<file path="config.mk">
export PLATFORM = sky130hd
export DESIGN_NAME = rocev2_icrc_engine
export DESIGN_NICKNAME = d
export VERILOG_FILES = /design/src/rtl/core/icrc_pkg.sv /design/src/rtl/core/icrc_lane.sv /design/src/rtl/core/icrc_track.sv /design/src/rtl/core/icrc_merge.sv /design/src/rtl/core/rocev2_icrc_engine.sv
export SDC_FILE = /design/constraint.sdc
export NUM_CORES = 2
export LEC_CHECK = 0
export BUFFER_PORTS_ARGS = -buffer_cell sky130_fd_sc_hd__buf_2
export CAP_MARGIN = 20
export CELL_PAD_IN_SITES_DETAIL_PLACEMENT = 0
export CELL_PAD_IN_SITES_GLOBAL_PLACEMENT = 2
export CORE_ASPECT_RATIO = 0.6
export CORE_MARGIN = 2
export CORE_UTILIZATION = 40
export DETAILED_ROUTE_END_ITERATION = 8
export GPL_ROUTABILITY_DRIVEN = 0
export GPL_TIMING_DRIVEN = 0
export HOLD_SLACK_MARGIN = 0.08
export PLACE_DENSITY_LB_ADDON = 0.1
export REMOVE_ABC_BUFFERS = 1
export SYNTH_ARGS = -nofsm -noshare
export SYNTH_HDL_FRONTEND = slang
export SYNTH_SLANG_ARGS = --single-unit
</file>
<file path="constraint.sdc">
create_clock -name clk -period 11.7 [get_ports clk]
set_input_delay 2.925 -clock clk [delete_from_list [all_inputs] [get_ports clk]]
set_output_delay 2.925 -clock clk [all_outputs]
set_load 0.02 [all_outputs]
</file>
<file path="src/rtl/core/icrc_pkg.sv">
`timescale 1ns / 1ps
`default_nettype none
// ----------------------------------------------------------------------------
// icrc_pkg: shared constants, types and CRC helpers
// Byte lanes, frame layout offsets and the reflected CRC-32 byte step used by
// the RoCEv2 invariant CRC engine.
// ----------------------------------------------------------------------------
package icrc_pkg;

	localparam int BEAT_BYTES       = 8;
	localparam int DATA_W           = BEAT_BYTES * 8;
	localparam int COUNT_W          = 4;
	localparam int IN_TDATA_W       = ((DATA_W + COUNT_W + 7) / 8) * 8;
	localparam int ETH_HEADER_BYTES = 14;
	localparam int OFF_W            = 16;

	localparam logic [OFF_W-1:0] OFFSET_MAX = 16'hFFFF;
	localparam logic [31:0]      CRC_POLY   = 32'hEDB88320;

	// IP-relative byte positions of interest (20-byte IP header assumed)
	localparam logic [OFF_W:0] IP_TOS       = 17'd1;
	localparam logic [OFF_W:0] IP_LEN_HI    = 17'd2;
	localparam logic [OFF_W:0] IP_LEN_LO    = 17'd3;
	localparam logic [OFF_W:0] IP_ALWAYS    = 17'd4;
	localparam logic [OFF_W:0] IP_TTL       = 17'd8;
	localparam logic [OFF_W:0] IP_CSUM_HI   = 17'd10;
	localparam logic [OFF_W:0] IP_CSUM_LO   = 17'd11;
	localparam logic [OFF_W:0] UDP_CSUM_HI  = 17'd26;
	localparam logic [OFF_W:0] UDP_CSUM_LO  = 17'd27;
	localparam logic [OFF_W:0] BTH_RESERVED = 17'd32;

	localparam logic [OFF_W-1:0] MIN_TOTAL_LEN = 16'd8;
	localparam logic [OFF_W-1:0] ICRC_BYTES    = 16'd4;

	// One beat after the lane stage: which lanes feed the CRC and with what.
	typedef struct packed {
		logic                        last;
		logic                        short_frame;
		logic [BEAT_BYTES-1:0]       fed;
		logic [BEAT_BYTES-1:0][7:0]  bytes;
	} icrc_beat_t;

	function automatic logic [31:0] crc_feed(input logic [31:0] c_in, input logic [7:0] b);
		logic [31:0] c;
		c = c_in ^ {24'h0, b};
		for (int k = 0; k < 8; k++) begin
			c = c[0] ? ((c >> 1) ^ CRC_POLY) : (c >> 1);
		end
		return c;
	endfunction

	function automatic logic [31:0] crc_seed();
		logic [31:0] c;
		c = 32'hFFFFFFFF;
		for (int i = 0; i < 8; i++) begin
			c = crc_feed(c, 8'hFF);
		end
		return c;
	endfunction

	localparam logic [31:0] CRC_INIT = crc_seed();

endpackage
`default_nettype wire

</file>
<file path="src/rtl/core/icrc_lane.sv">
`timescale 1ns / 1ps
`default_nettype none
// ----------------------------------------------------------------------------
// icrc_lane: per-byte classifier
// Decides whether one byte of a beat is covered by the ICRC, masks variant
// fields to all ones and flags the IP total length bytes.
// ----------------------------------------------------------------------------
module icrc_lane (
	input  wire logic [icrc_pkg::OFF_W:0]   lane_offset,
	input  wire logic                       in_use,
	input  wire logic [7:0]                 data_byte,
	input  wire logic [icrc_pkg::OFF_W-1:0] covered_end,
	output logic                            fed,
	output logic [7:0]                      fed_byte,
	output logic                            len_hi,
	output logic                            len_lo
);

	logic                      taken;
	logic [icrc_pkg::OFF_W:0]  ip;
	logic                      variant;

	always_comb begin
		// A byte at or past the saturated offset is dropped entirely.
		taken = in_use
			&& (lane_offset < {1'b0, icrc_pkg::OFFSET_MAX})
			&& (lane_offset >= (icrc_pkg::OFF_W + 1)'(icrc_pkg::ETH_HEADER_BYTES));
		ip = lane_offset - (icrc_pkg::OFF_W + 1)'(icrc_pkg::ETH_HEADER_BYTES);
		variant = (ip == icrc_pkg::IP_TOS) || (ip == icrc_pkg::IP_TTL)
			|| (ip == icrc_pkg::IP_CSUM_HI) || (ip == icrc_pkg::IP_CSUM_LO)
			|| (ip == icrc_pkg::UDP_CSUM_HI) || (ip == icrc_pkg::UDP_CSUM_LO)
			|| (ip == icrc_pkg::BTH_RESERVED);
		fed = taken && ((ip < icrc_pkg::IP_ALWAYS) || (ip < {1'b0, covered_end}));
		fed_byte = variant ? 8'hFF : data_byte;
		len_hi = taken && (ip == icrc_pkg::IP_LEN_HI);
		len_lo = taken && (ip == icrc_pkg::IP_LEN_LO);
	end

endmodule
`default_nettype wire

</file>
<file path="src/rtl/core/icrc_track.sv">
`timescale 1ns / 1ps
`default_nettype none
// ----------------------------------------------------------------------------
// icrc_track: frame tracker and lane stage
// Keeps the frame offset and the covered length, runs one classifier per byte
// lane and registers the classified beat for the CRC merge stage.
// ----------------------------------------------------------------------------
module icrc_track (
	input  wire logic                           clk,
	input  wire logic                           arst_n,
	input  wire logic                           in_valid,
	output logic                                in_ready,
	input  wire logic [icrc_pkg::DATA_W-1:0]    beat_data,
	input  wire logic [icrc_pkg::COUNT_W-1:0]   byte_count,
	input  wire logic                           last_beat,
	input  wire logic                           advance,
	output logic                                valid_s1,
	output icrc_pkg::icrc_beat_t                beat_s1
);

	localparam int NB = icrc_pkg::BEAT_BYTES;
	localparam int OW = icrc_pkg::OFF_W;

	logic [OW-1:0]                   frame_offset_q;
	logic [OW-1:0]                   covered_end_q;
	logic [icrc_pkg::COUNT_W-1:0]    n;
	logic [NB-1:0]                   lane_fed;
	logic [NB-1:0][7:0]              lane_byte;
	logic [NB-1:0]                   lane_hi;
	logic [NB-1:0]                   lane_lo;
	logic [7:0]                      len_hi_byte;
	logic [7:0]                      len_lo_byte;
	logic [OW-1:0]                   ip_length;
	logic [OW-1:0]                   covered_new;
	logic [OW:0]                     offset_sum;
	logic [OW-1:0]                   offset_new;
	logic [OW-1:0]                   seen;
	logic                            is_short;
	logic                            accept;

	assign n = (byte_count > icrc_pkg::COUNT_W'(NB)) ? icrc_pkg::COUNT_W'(NB) : byte_count;

	for (genvar i = 0; i < NB; i++) begin : g_lane
		icrc_lane u_lane (
			.lane_offset (({1'b0, frame_offset_q} + (OW + 1)'(i))),
			.in_use      ((icrc_pkg::COUNT_W'(i) < n)),
			.data_byte   (beat_data[8*i +: 8]),
			.covered_end (covered_new),
			.fed         (lane_fed[i]),
			.fed_byte    (lane_byte[i]),
			.len_hi      (lane_hi[i]),
			.len_lo      (lane_lo[i])
		);
	end

	always_comb begin
		len_hi_byte = covered_end_q[OW-1:8];
		len_lo_byte = '0;
		for (int i = 0; i < NB; i++) begin
			if (lane_hi[i]) begin
				len_hi_byte = beat_data[8*i +: 8];
			end
			if (lane_lo[i]) begin
				len_lo_byte = beat_data[8*i +: 8];
			end
		end
		ip_length = {len_hi_byte, len_lo_byte};
		// Only the lanes past the low length byte look at the new value, so a
		// beat that holds both length bytes is handled in the same cycle.
		if (|lane_lo) begin
			covered_new = (ip_length >= icrc_pkg::MIN_TOTAL_LEN)
				? (ip_length - icrc_pkg::ICRC_BYTES) : icrc_pkg::ICRC_BYTES;
		end else if (|lane_hi) begin
			covered_new = {len_hi_byte, 8'h00};
		end else begin
			covered_new = covered_end_q;
		end

		offset_sum = {1'b0, frame_offset_q} + (OW + 1)'(n);
		offset_new = (offset_sum >= {1'b0, icrc_pkg::OFFSET_MAX})
			? icrc_pkg::OFFSET_MAX : offset_sum[OW-1:0];
		seen = (offset_new > OW'(icrc_pkg::ETH_HEADER_BYTES))
			? (offset_new - OW'(icrc_pkg::ETH_HEADER_BYTES)) : '0;
		is_short = (seen < icrc_pkg::ICRC_BYTES) || (seen < covered_new);
	end

	assign in_ready = !valid_s1 || advance;
	assign accept   = in_valid && in_ready;

	always_ff @(posedge clk or negedge arst_n) begin
		if (!arst_n) begin
			frame_offset_q <= '0;
			covered_end_q  <= '0;
			valid_s1       <= 1'b0;
			beat_s1        <= '0;
		end else begin
			if (accept) begin
				if (last_beat) begin
					frame_offset_q <= '0;
					covered_end_q  <= '0;
				end else begin
					frame_offset_q <= offset_new;
					covered_end_q  <= covered_new;
				end
				beat_s1.last        <= last_beat;
				beat_s1.short_frame <= is_short;
				beat_s1.fed         <= lane_fed;
				beat_s1.bytes       <= lane_byte;
			end
			if (in_ready) begin
				valid_s1 <= in_valid;
			end
		end
	end

endmodule
`default_nettype wire

</file>
<file path="src/rtl/core/icrc_merge.sv">
`timescale 1ns / 1ps
`default_nettype none
// ----------------------------------------------------------------------------
// icrc_merge: CRC merge and result register
// Folds the fed lanes of one beat into the running CRC and holds the final,
// inverted CRC until the downstream side takes it.
// ----------------------------------------------------------------------------
module icrc_merge (
	input  wire logic                  clk,
	input  wire logic                  arst_n,
	input  wire logic                  valid_s1,
	input  wire icrc_pkg::icrc_beat_t  beat_s1,
	output logic                       advance,
	output logic                       out_valid,
	input  wire logic                  out_ready,
	output logic [31:0]                icrc,
	output logic                       short_frame
);

	logic [31:0] crc_q;
	logic [31:0] crc_next;
	logic        out_valid_q;
	logic [31:0] icrc_q;
	logic        short_q;

	// Fed lanes always form one contiguous run, so a masked chain suffices.
	always_comb begin
		crc_next = crc_q;
		for (int i = 0; i < icrc_pkg::BEAT_BYTES; i++) begin
			if (beat_s1.fed[i]) begin
				crc_next = icrc_pkg::crc_feed(crc_next, beat_s1.bytes[i]);
			end
		end
	end

	assign advance = valid_s1 && (!beat_s1.last || !out_valid_q || out_ready);

	always_ff @(posedge clk or negedge arst_n) begin
		if (!arst_n) begin
			crc_q       <= icrc_pkg::CRC_INIT;
			out_valid_q <= 1'b0;
		end else begin
			if (advance) begin
				crc_q <= beat_s1.last ? icrc_pkg::CRC_INIT : crc_next;
			end
			if (advance && beat_s1.last) begin
				out_valid_q <= 1'b1;
			end else if (out_ready) begin
				out_valid_q <= 1'b0;
			end
		end
	end

	always_ff @(posedge clk) begin
		if (advance && beat_s1.last) begin
			icrc_q  <= ~crc_next;
			short_q <= beat_s1.short_frame;
		end
	end

	assign out_valid   = out_valid_q;
	assign icrc        = icrc_q;
	assign short_frame = short_q;

endmodule
`default_nettype wire

</file>
<file path="src/rtl/core/rocev2_icrc_engine.sv">
`timescale 1ns / 1ps
`default_nettype none
// ----------------------------------------------------------------------------
// rocev2_icrc_engine: RoCEv2 invariant CRC over an Ethernet frame
// Eight byte lanes classify each beat, a merge stage folds them into the
// reflected CRC-32 and one result per frame leaves on the last beat.
// ----------------------------------------------------------------------------
//  channel   direction  tdata                          tuser         tlast
//  s_*       in         [63:0] bytes, [67:64] count    -             last_beat
//  m_*       out        [31:0] icrc                    short_frame   -
//
// A beat of up to eight bytes is taken every cycle unless the input stalls;
// the last beat passes the lane stage, then the CRC merge, to the result.
// The rate is set by the merge stage, which folds all eight lanes into the
// running CRC at once. Reset clears the frame state and the pipeline.
// The input stalls only while a finished result waits and another last
// beat is ready to replace it.
// ----------------------------------------------------------------------------
module rocev2_icrc_engine (
	input  wire logic                             clk,
	input  wire logic                             arst_n,
	input  wire logic                             s_tvalid,
	output logic                                  s_tready,
	input  wire logic [icrc_pkg::IN_TDATA_W-1:0]  s_tdata,  // beat_data, byte_count, zero pad
	input  wire logic                             s_tlast,
	output logic                                  m_tvalid,
	input  wire logic                             m_tready,
	output logic [31:0]                           m_tdata,  // icrc
	output logic                                  m_tuser   // short_frame
);

	logic                  valid_s1;
	icrc_pkg::icrc_beat_t  beat_s1;
	logic                  advance;

	icrc_track u_track (
		.clk        (clk),
		.arst_n     (arst_n),
		.in_valid   (s_tvalid),
		.in_ready   (s_tready),
		.beat_data  (s_tdata[icrc_pkg::DATA_W-1:0]),
		.byte_count (s_tdata[icrc_pkg::DATA_W +: icrc_pkg::COUNT_W]),
		.last_beat  (s_tlast),
		.advance    (advance),
		.valid_s1   (valid_s1),
		.beat_s1    (beat_s1)
	);

	icrc_merge u_merge (
		.clk         (clk),
		.arst_n      (arst_n),
		.valid_s1    (valid_s1),
		.beat_s1     (beat_s1),
		.advance     (advance),
		.out_valid   (m_tvalid),
		.out_ready   (m_tready),
		.icrc        (m_tdata),
		.short_frame (m_tuser)
	);

	// The input side only ever waits on a held result.
	assert property (@(posedge clk) disable iff (!arst_n)
		!s_tready |-> (m_tvalid && !m_tready))
	else $error("input stalled without output back-pressure");

	// Covered bytes of a beat form a single contiguous run of lanes.
	assert property (@(posedge clk) disable iff (!arst_n)
		valid_s1 |-> ($countones(beat_s1.fed ^ (beat_s1.fed >> 1)) <= 2))
	else $error("covered lanes are not contiguous");

	// A last beat leaving the lane stage always yields a waiting result.
	assert property (@(posedge clk) disable iff (!arst_n)
		(advance && beat_s1.last) |=> m_tvalid)
	else $error("last beat merged without a result");

endmodule
`default_nettype wire

</file>
# Word level (Yosys, flattened, before mapping)
# Index checks and enable logic that the tools add are counted.
totals:
  regBits: 173
  inputBits: 77
  rom_bits: 0
  mem_count: 0
  out_inout_bits: 35
  latchBits: 0
  mem_bits_rw: 0
  elab_cells: 443
classes:
  add_sub_neg: 18
  div_mod_pow: 0
  eq_ne: 72
  reduce_logical: 109
  n_mux: 107
  n_lt_le_gt_ge: 46
  multipliers: 0
  n_shift: 0
  n_bitwise: 73
op_table:
  columns: ["cell", "n"]
  rows:
  - ["two-way mux 32 bit", 73]
  - ["NOT 13 -> 14 bit", 64]
  - ["equality test 17 x 4 -> 1 bit, second input constant", 24]
  - ["equality test 17 x 2 -> 1 bit, second input constant", 16]
  - ["equality test 17 x 5 -> 1 bit, second input constant", 16]
  - ["bitwise XOR 32 x 8 -> 32 bit", 8]
  - ["two-way mux 8 bit", 24]
  - ["equality test 17 x 1 -> 1 bit, second input constant", 8]
  - ["equality test 17 x 6 -> 1 bit, second input constant", 8]
  - ["< comparator 17 x 16 -> 1 bit", 8]
  - ["< comparator 17 x 3 -> 1 bit, second input constant", 8]
  - [">= comparator 17 x 4 -> 1 bit, second input constant", 7]
  - ["< comparator 17 x 16 -> 1 bit, second input constant", 7]
  - ["subtractor 17 x 4 -> 17 bit, second input constant", 7]
  - ["two-way mux 16 bit", 7]
  - ["adder 16 x 3 -> 17 bit, second input constant", 4]
  - ["logical OR 1 bit", 60]
  - ["logical AND 1 bit", 43]
  - ["adder 16 x 2 -> 17 bit, second input constant", 2]
  - [">= comparator 16 x 4 -> 1 bit, second input constant", 2]
  - ["NOT 32 bit", 1]
  - ["adder 16 x 1 -> 17 bit, second input constant", 1]
  - ["adder 16 x 4 -> 17 bit", 1]
  - [">= comparator 17 x 16 -> 1 bit, second input constant", 1]
  - ["16 further kinds", 25]

# Longest topological paths before layout
depth:
  ltp_word: 145
  ltp_mapped: 43
  mapped_depth_nobuf: 40

# Modules after synthesis
# Synthesis repeated with hierarchy kept, for this count alone.
hier_totals:
  hier_cells: 3851
  hier_area_um2: 32217.1
by_module_without_submodules:
  columns: ["module", "seq_area_each_um2", "instances", "cells_each", "area_each_um2"]
  rows:
  - ["icrc_merge", 1839.3, 1, 1618, 14564.0]
  - ["icrc_track", 2677.6, 1, 1015, 8804.7]
  - ["icrc_lane (u_track.g_lane[0].u_lane ...)", 0.0, 7, 152, 1102.3]
  - ["icrc_lane (u_track.g_lane[7].u_lane)", 0.0, 1, 154, 1132.3]

# Least setup slack after synthesis
# OpenSTA, ideal clock, no wires.
synth_timing:
  kind: "input-to-reg"
  from: "input s_tdata[66] in the netlist's numbering"
  to: "register, netlist name u_track.beat_s1[65]"
  arrival_ns: 9.469
  path_buffers: 1
  setup_ns: 0.088
  t_required_ns: 11.612
  stages: 33
  path_slack_ns: 2.144
  cell_sequence: "clkbuf_1 -> nor3_1 -> a21o_1 -> a2111oi_0 -> nand2_1 -> nor4_1 -> mux2i_1 -> a211oi_1 -> a211oi_1 -> nor3_1 -> a211oi_1 -> nor3_1 -> a21oi_1 -> inv_1 -> ha_1 -> o21ai_0 -> nor3_1 -> nor4b_1 -> nand3_1 -> a22oi_1 -> ha_1 -> a21o_1 -> maj3_1 -> maj3_1 -> a21o_1 -> a21o_1 -> a21o_1 -> a21o_1 -> a21oi_1 -> a21boi_0 -> o21ai_0 -> nand4_1 -> o211ai_1"
synth_via:
  elab_chain_cells: 20
  elab_cells_between_ends: 68
  classes_between: "1 x add/sub; 11 x order compare; 20 x mux; 36 x reduce/logical"
synth_rtl:
  columns: ["element", "line_no", "text"]
  rows:
  - ["start: declaration", "rocev2_icrc_engine.sv:24", "input wire logic [icrc_pkg::IN_TDATA_W-1:0] s_tdata,"]
  - ["> comparator 4 bit", "icrc_track.sv:41", "assign n = (byte_count > icrc_pkg::COUNT_W'(NB)) ? icrc_pkg::COUNT_W'(NB) : byte_count;"]
  - ["two-way mux 4 bit (*)", "icrc_track.sv:41", null]
  - ["< comparator 1 x 4 -> 1 bit", "icrc_track.sv:46", ".in_use ((icrc_pkg::COUNT_W'(i) < n)),"]
  - ["logical AND 1 bit", "icrc_lane.sv:26", "&& (lane_offset < {1'b0, icrc_pkg::OFFSET_MAX})"]
  - ["logical AND 1 bit", "icrc_lane.sv:27", "&& (lane_offset >= (icrc_pkg::OFF_W + 1)'(icrc_pkg::ETH_HEADER_BYTES));"]
  - ["logical AND 1 bit, on equally long branches", "icrc_lane.sv:36, icrc_lane.sv:35", null]
  - ["two-way mux 8 bit, on equally long branches (8 in series)", "icrc_track.sv:63, icrc_track.sv:60", null]
  - ["subtractor 16 x 3 -> 16 bit or >= comparator 16 x 4 -> 1 bit (tied branches)", "icrc_track.sv:72, icrc_track.sv:71", null]
  - ["two-way mux 16 bit", "icrc_track.sv:72", "? (ip_length - icrc_pkg::ICRC_BYTES) : icrc_pkg::ICRC_BYTES;"]
  - ["two-way mux 16 bit", "icrc_track.sv:70", "if (|lane_lo) begin"]
  - ["< comparator 17 x 16 -> 1 bit", "icrc_lane.sv:33", "fed = taken && ((ip < icrc_pkg::IP_ALWAYS) || (ip < {1'b0, covered_end}));"]
  - ["logical OR 1 bit", "icrc_lane.sv:33", null]
  - ["logical AND 1 bit (*)", "icrc_lane.sv:33", null]
# Mark *: on every way between the ends. The rest lies on a longest branch, timed or not.
# A chain may end at the register's enable or synchronous reset.

# Worst setup path in the final report
layout_timing:
  from: "input s_tdata[67] in the netlist's numbering"
  to: "register, netlist name u_track.beat_s1[69]"
layout_via:
  elab_chain_cells: 20
  elab_cells_between_ends: 68
  classes_between: "1 x add/sub; 11 x order compare; 20 x mux; 36 x reduce/logical"
layout_rtl:
  columns: ["element", "line_no"]
  rows:
  - ["> comparator 4 bit", "icrc_track.sv:41"]
  - ["two-way mux 4 bit (*)", "icrc_track.sv:41"]
  - ["< comparator 1 x 4 -> 1 bit", "icrc_track.sv:46"]
  - ["logical AND 1 bit", "icrc_lane.sv:26"]
  - ["logical AND 1 bit", "icrc_lane.sv:27"]
  - ["logical AND 1 bit, on equally long branches", "icrc_lane.sv:36, icrc_lane.sv:35"]
  - ["two-way mux 8 bit, on equally long branches (8 in series)", "icrc_track.sv:63, icrc_track.sv:60"]
  - ["subtractor 16 x 3 -> 16 bit or >= comparator 16 x 4 -> 1 bit (tied branches)", "icrc_track.sv:72, icrc_track.sv:71"]
  - ["two-way mux 16 bit", "icrc_track.sv:72"]
  - ["two-way mux 16 bit", "icrc_track.sv:70"]
  - ["< comparator 17 x 16 -> 1 bit", "icrc_lane.sv:33"]
  - ["logical OR 1 bit", "icrc_lane.sv:33"]
  - ["logical AND 1 bit (*)", "icrc_lane.sv:33"]
# Marked as above.

==> results.sh <==
export IMPL_drc=0
export IMPL_rsz0062_at_grt="no"
export IMPL_ys_ff_latch=173
export IMPL_die_x_um=356
export IMPL_setup_worst_path_end_class="register"
export IMPL_htree_levels=4
export IMPL_ios=112
export IMPL_fmax_mhz=87.2
export IMPL_setup_violations=0
export IMPL_slowest_delay_ns=0.92
export IMPL_yosysTopAreaCell="xnor2_1"
export IMPL_arrival_ns=11.93
export IMPL_hold_viol=0
export IMPL_ys_seq_area_share_pct=15.2
export IMPL_worstPathRequired_ns=12.15
export IMPL_worstMarginPinSlew_ns=1.29
export IMPL_slew_headroom_pct=13.0
export IMPL_nFillCells=7264
export IMPL_insertion_delay_ns=0.54
export IMPL_layout_drive_gt1_share_pct=11.8
export IMPL_syn_avg_cell_area_um2=8.20
export IMPL_ant_nets=0
export IMPL_area_growth_pct=10.5
export IMPL_yosysWarnings=0
export IMPL_totalWireLength_mm=137
export IMPL_p_leak_nw=13.0
export IMPL_worstSetupPathType="in2reg"
export IMPL_synth_async_reset_ratio_pct=80.9
export IMPL_wl_per_cell_um=29.6
export IMPL_cts_root_buffer="clkbuf_16"
export IMPL_slew_viol_final=0
export IMPL_antenna_found_initial=6
export IMPL_yosysMostFrequentCell="xnor2_1"
export IMPL_dp_hpwl_mm=110
export IMPL_die_y_um=215
export IMPL_cellPowerDensity_nw_per_um2=349
export IMPL_post_route_util_pct=44.7
export IMPL_vias=30240
export IMPL_core_region_area_um2=73700
export IMPL_period_minus_slack_ns=11.47
export IMPL_max_clock_path_buffers=2
export IMPL_fin_nets=3823
export IMPL_syn_area_um2=29800
export IMPL_cts_clk_slew_worst_paths_ns=0.09
export IMPL_grt_pass1_vias=27396
export IMPL_synth_area_leaders="xnor2_1 (11%), dfrtp_1 (10%), xnor3_1 (7.6%)"
export IMPL_cp_max_fo=12
export IMPL_port_buffer_count=107
export IMPL_cts_buffers=17
export IMPL_netlist_instances=3634
export IMPL_ctsHoldBuffers=0
export IMPL_ys_top_cells_by_count="xnor2_1 (373), nor2_1 (299), nand2_1 (296)"
export IMPL_maxCapViolations=0
export IMPL_cpMaxStageDelayCell="a2111oi_0"
export IMPL_grt_overflow=0
export IMPL_outcome="finished clean"
export IMPL_synth_top_area_share_pct=11.0
export IMPL_grt_max_degree=87
export IMPL_rows=77
export IMPL_grt_use_total_pct=34.9
export IMPL_dieArea_um2=76800
export IMPL_fin_skew_ns=0.0341
export IMPL_cts_sinks=173
export IMPL_synth_cell_type_count=113
export IMPL_period_share_pct=98.0
export IMPL_ir_worst_vdd_mv=0.316
export IMPL_worstSetupStartpointType="input port"
export IMPL_synth_edf_count=33
export IMPL_worstHoldPathType="reg2reg"
export IMPL_grt_pass1_wl_mm=196
export IMPL_stdcell_area_um2=32900
export IMPL_placedInstanceArea_um2=31600
export IMPL_drtPass1Iterations=6
export IMPL_tritoncts="yes"
export IMPL_drt_iter0_markers=4385
export IMPL_routed_via_density=6.54
export IMPL_start_util_pct=40.4
export IMPL_synthFlopType="dfrtp_1"
==> sequential cells by signal (all words and copies together) (netlist names) <==
signal,flops
u_merge.crc_q,32
u_merge.icrc,32
u_merge.out_valid,1
u_merge.short_frame,1
u_track.beat_s1,74
u_track.covered_end_q,16
u_track.frame_offset_q,16
u_track.valid_s1,1
==> logic make-up after synthesis <==
group                      Yosys count  synth area share [%]
AOI/OAI and AO/OA                  883                  20.1
xor gates and xnor gates           676                  26.5
adders and majority gates          145                  5.94
buffers and inverters              276                  3.57
DFF                                173                  15.2
muxes                              180                  6.37
and+or+nand+nor                   1301                  22.4
==> power by group <==
| part | internal, W | switching (W) | leakage, nW |
|---|---|---|---|
| registers | 0.000818 | 0.000232 | 1.97 |
| clock network | 0.000309 | 0.000328 | 0.303 |
| logic | 0.00449 | 0.00532 | 10.7 |
==> cell usage in the layout, fill, tap and decap left out, types with 58 or more instances in the layout <==
master / count
xnor3_1: 98
a21oi_1: 217
o22a_1: 62
mux2i_1: 135
buf_2: 111
xnor2_1: 365
nor3_1: 119
nand4_1: 59
o21ai_0: 152
nor2_1: 296
and2_1: 60
xor2_1: 155
nand2_1: 294
ha_1: 122
a21o_1: 58
inv_1: 67
nand3_1: 96
dfrtp_1: 106
==> timing repair <==
item | CTS | global route
setup buffers | 5 | 12
gates cloned | 0 | 0
endpoints found under the setup margin | 55 | 55
pin swaps | 2 | 4
resized for setup | 37 | 35
==> final cells by class <==
class                           instances  area (um^2)  share of cell area, %
Tap cell                              987         1230                   3.75
Clock inverter                         15          191                  0.581
Timing Repair Buffer                  172         1520                   4.63
Multi-Input combinational cell       3185        24700                   75.1
Clock buffer                           17          425                   1.29
Inverter                               72          275                  0.836
Antenna cell                            1         2.50                0.00760
Sequential cell                       173         4540                   13.8
==> worst max-delay path: cells and delay by family <==
kind / cells / cell delay [ns]
compound gates: 13 / 4.68
simple gates: 8 / 2.02
fa+ha+maj: 2 / 0.94
buf+inv: 2 / 0.89
mux: 2 / 0.43
==> path summary, 6_finish.rpt <==
kind                                                  to  cells past startpoint                     start  slack [ns]
min in group asynchronous            u_track.beat_s1[72]                      1                    arst_n        2.39
worst min-delay path            u_track.covered_end_q[8]                      2  u_track.covered_end_q[8]        0.49
worst min register to register  u_track.covered_end_q[8]                      2  u_track.covered_end_q[8]        0.49
worst max register to register         u_merge.crc_q[18]                     28          u_merge.crc_q[5]        0.29
max in group asynchronous            u_track.beat_s1[65]                      2                    arst_n        8.28
worst max-delay path                 u_track.beat_s1[69]                     27               s_tdata[67]        0.23
==> per-stage QoR <==
step           total power (W)  setup WS (ns)  setup TNS, ns  instances  hold slack [ns]
2_1_floorplan          0.00807          0.793              0       3430            0.426
4_1_cts                 0.0111       0.000351              0       4602            0.490
6_report                0.0115          0.228              0       4622            0.494
3_5_place_dp            0.0102         -0.895         -20.68       4565            0.469
3_3_place_gp            0.0101          -2.56        -141.69       4524            0.461
5_1_grt                 0.0121         0.0115              0       4621            0.519
==> metal layers <==
layer,wire length (um),share of wire [%],GRT usage (%),up-vias
met2,46300,34,40.0,1766
met3,19800,14,13.4,102
met1,69500,51,58.4,15014
met4,1370,1.0,4.96,2
met5,13,0.0095,0.125,-
li1,-,-,-,13356
(Power assumes the default switching activity.)
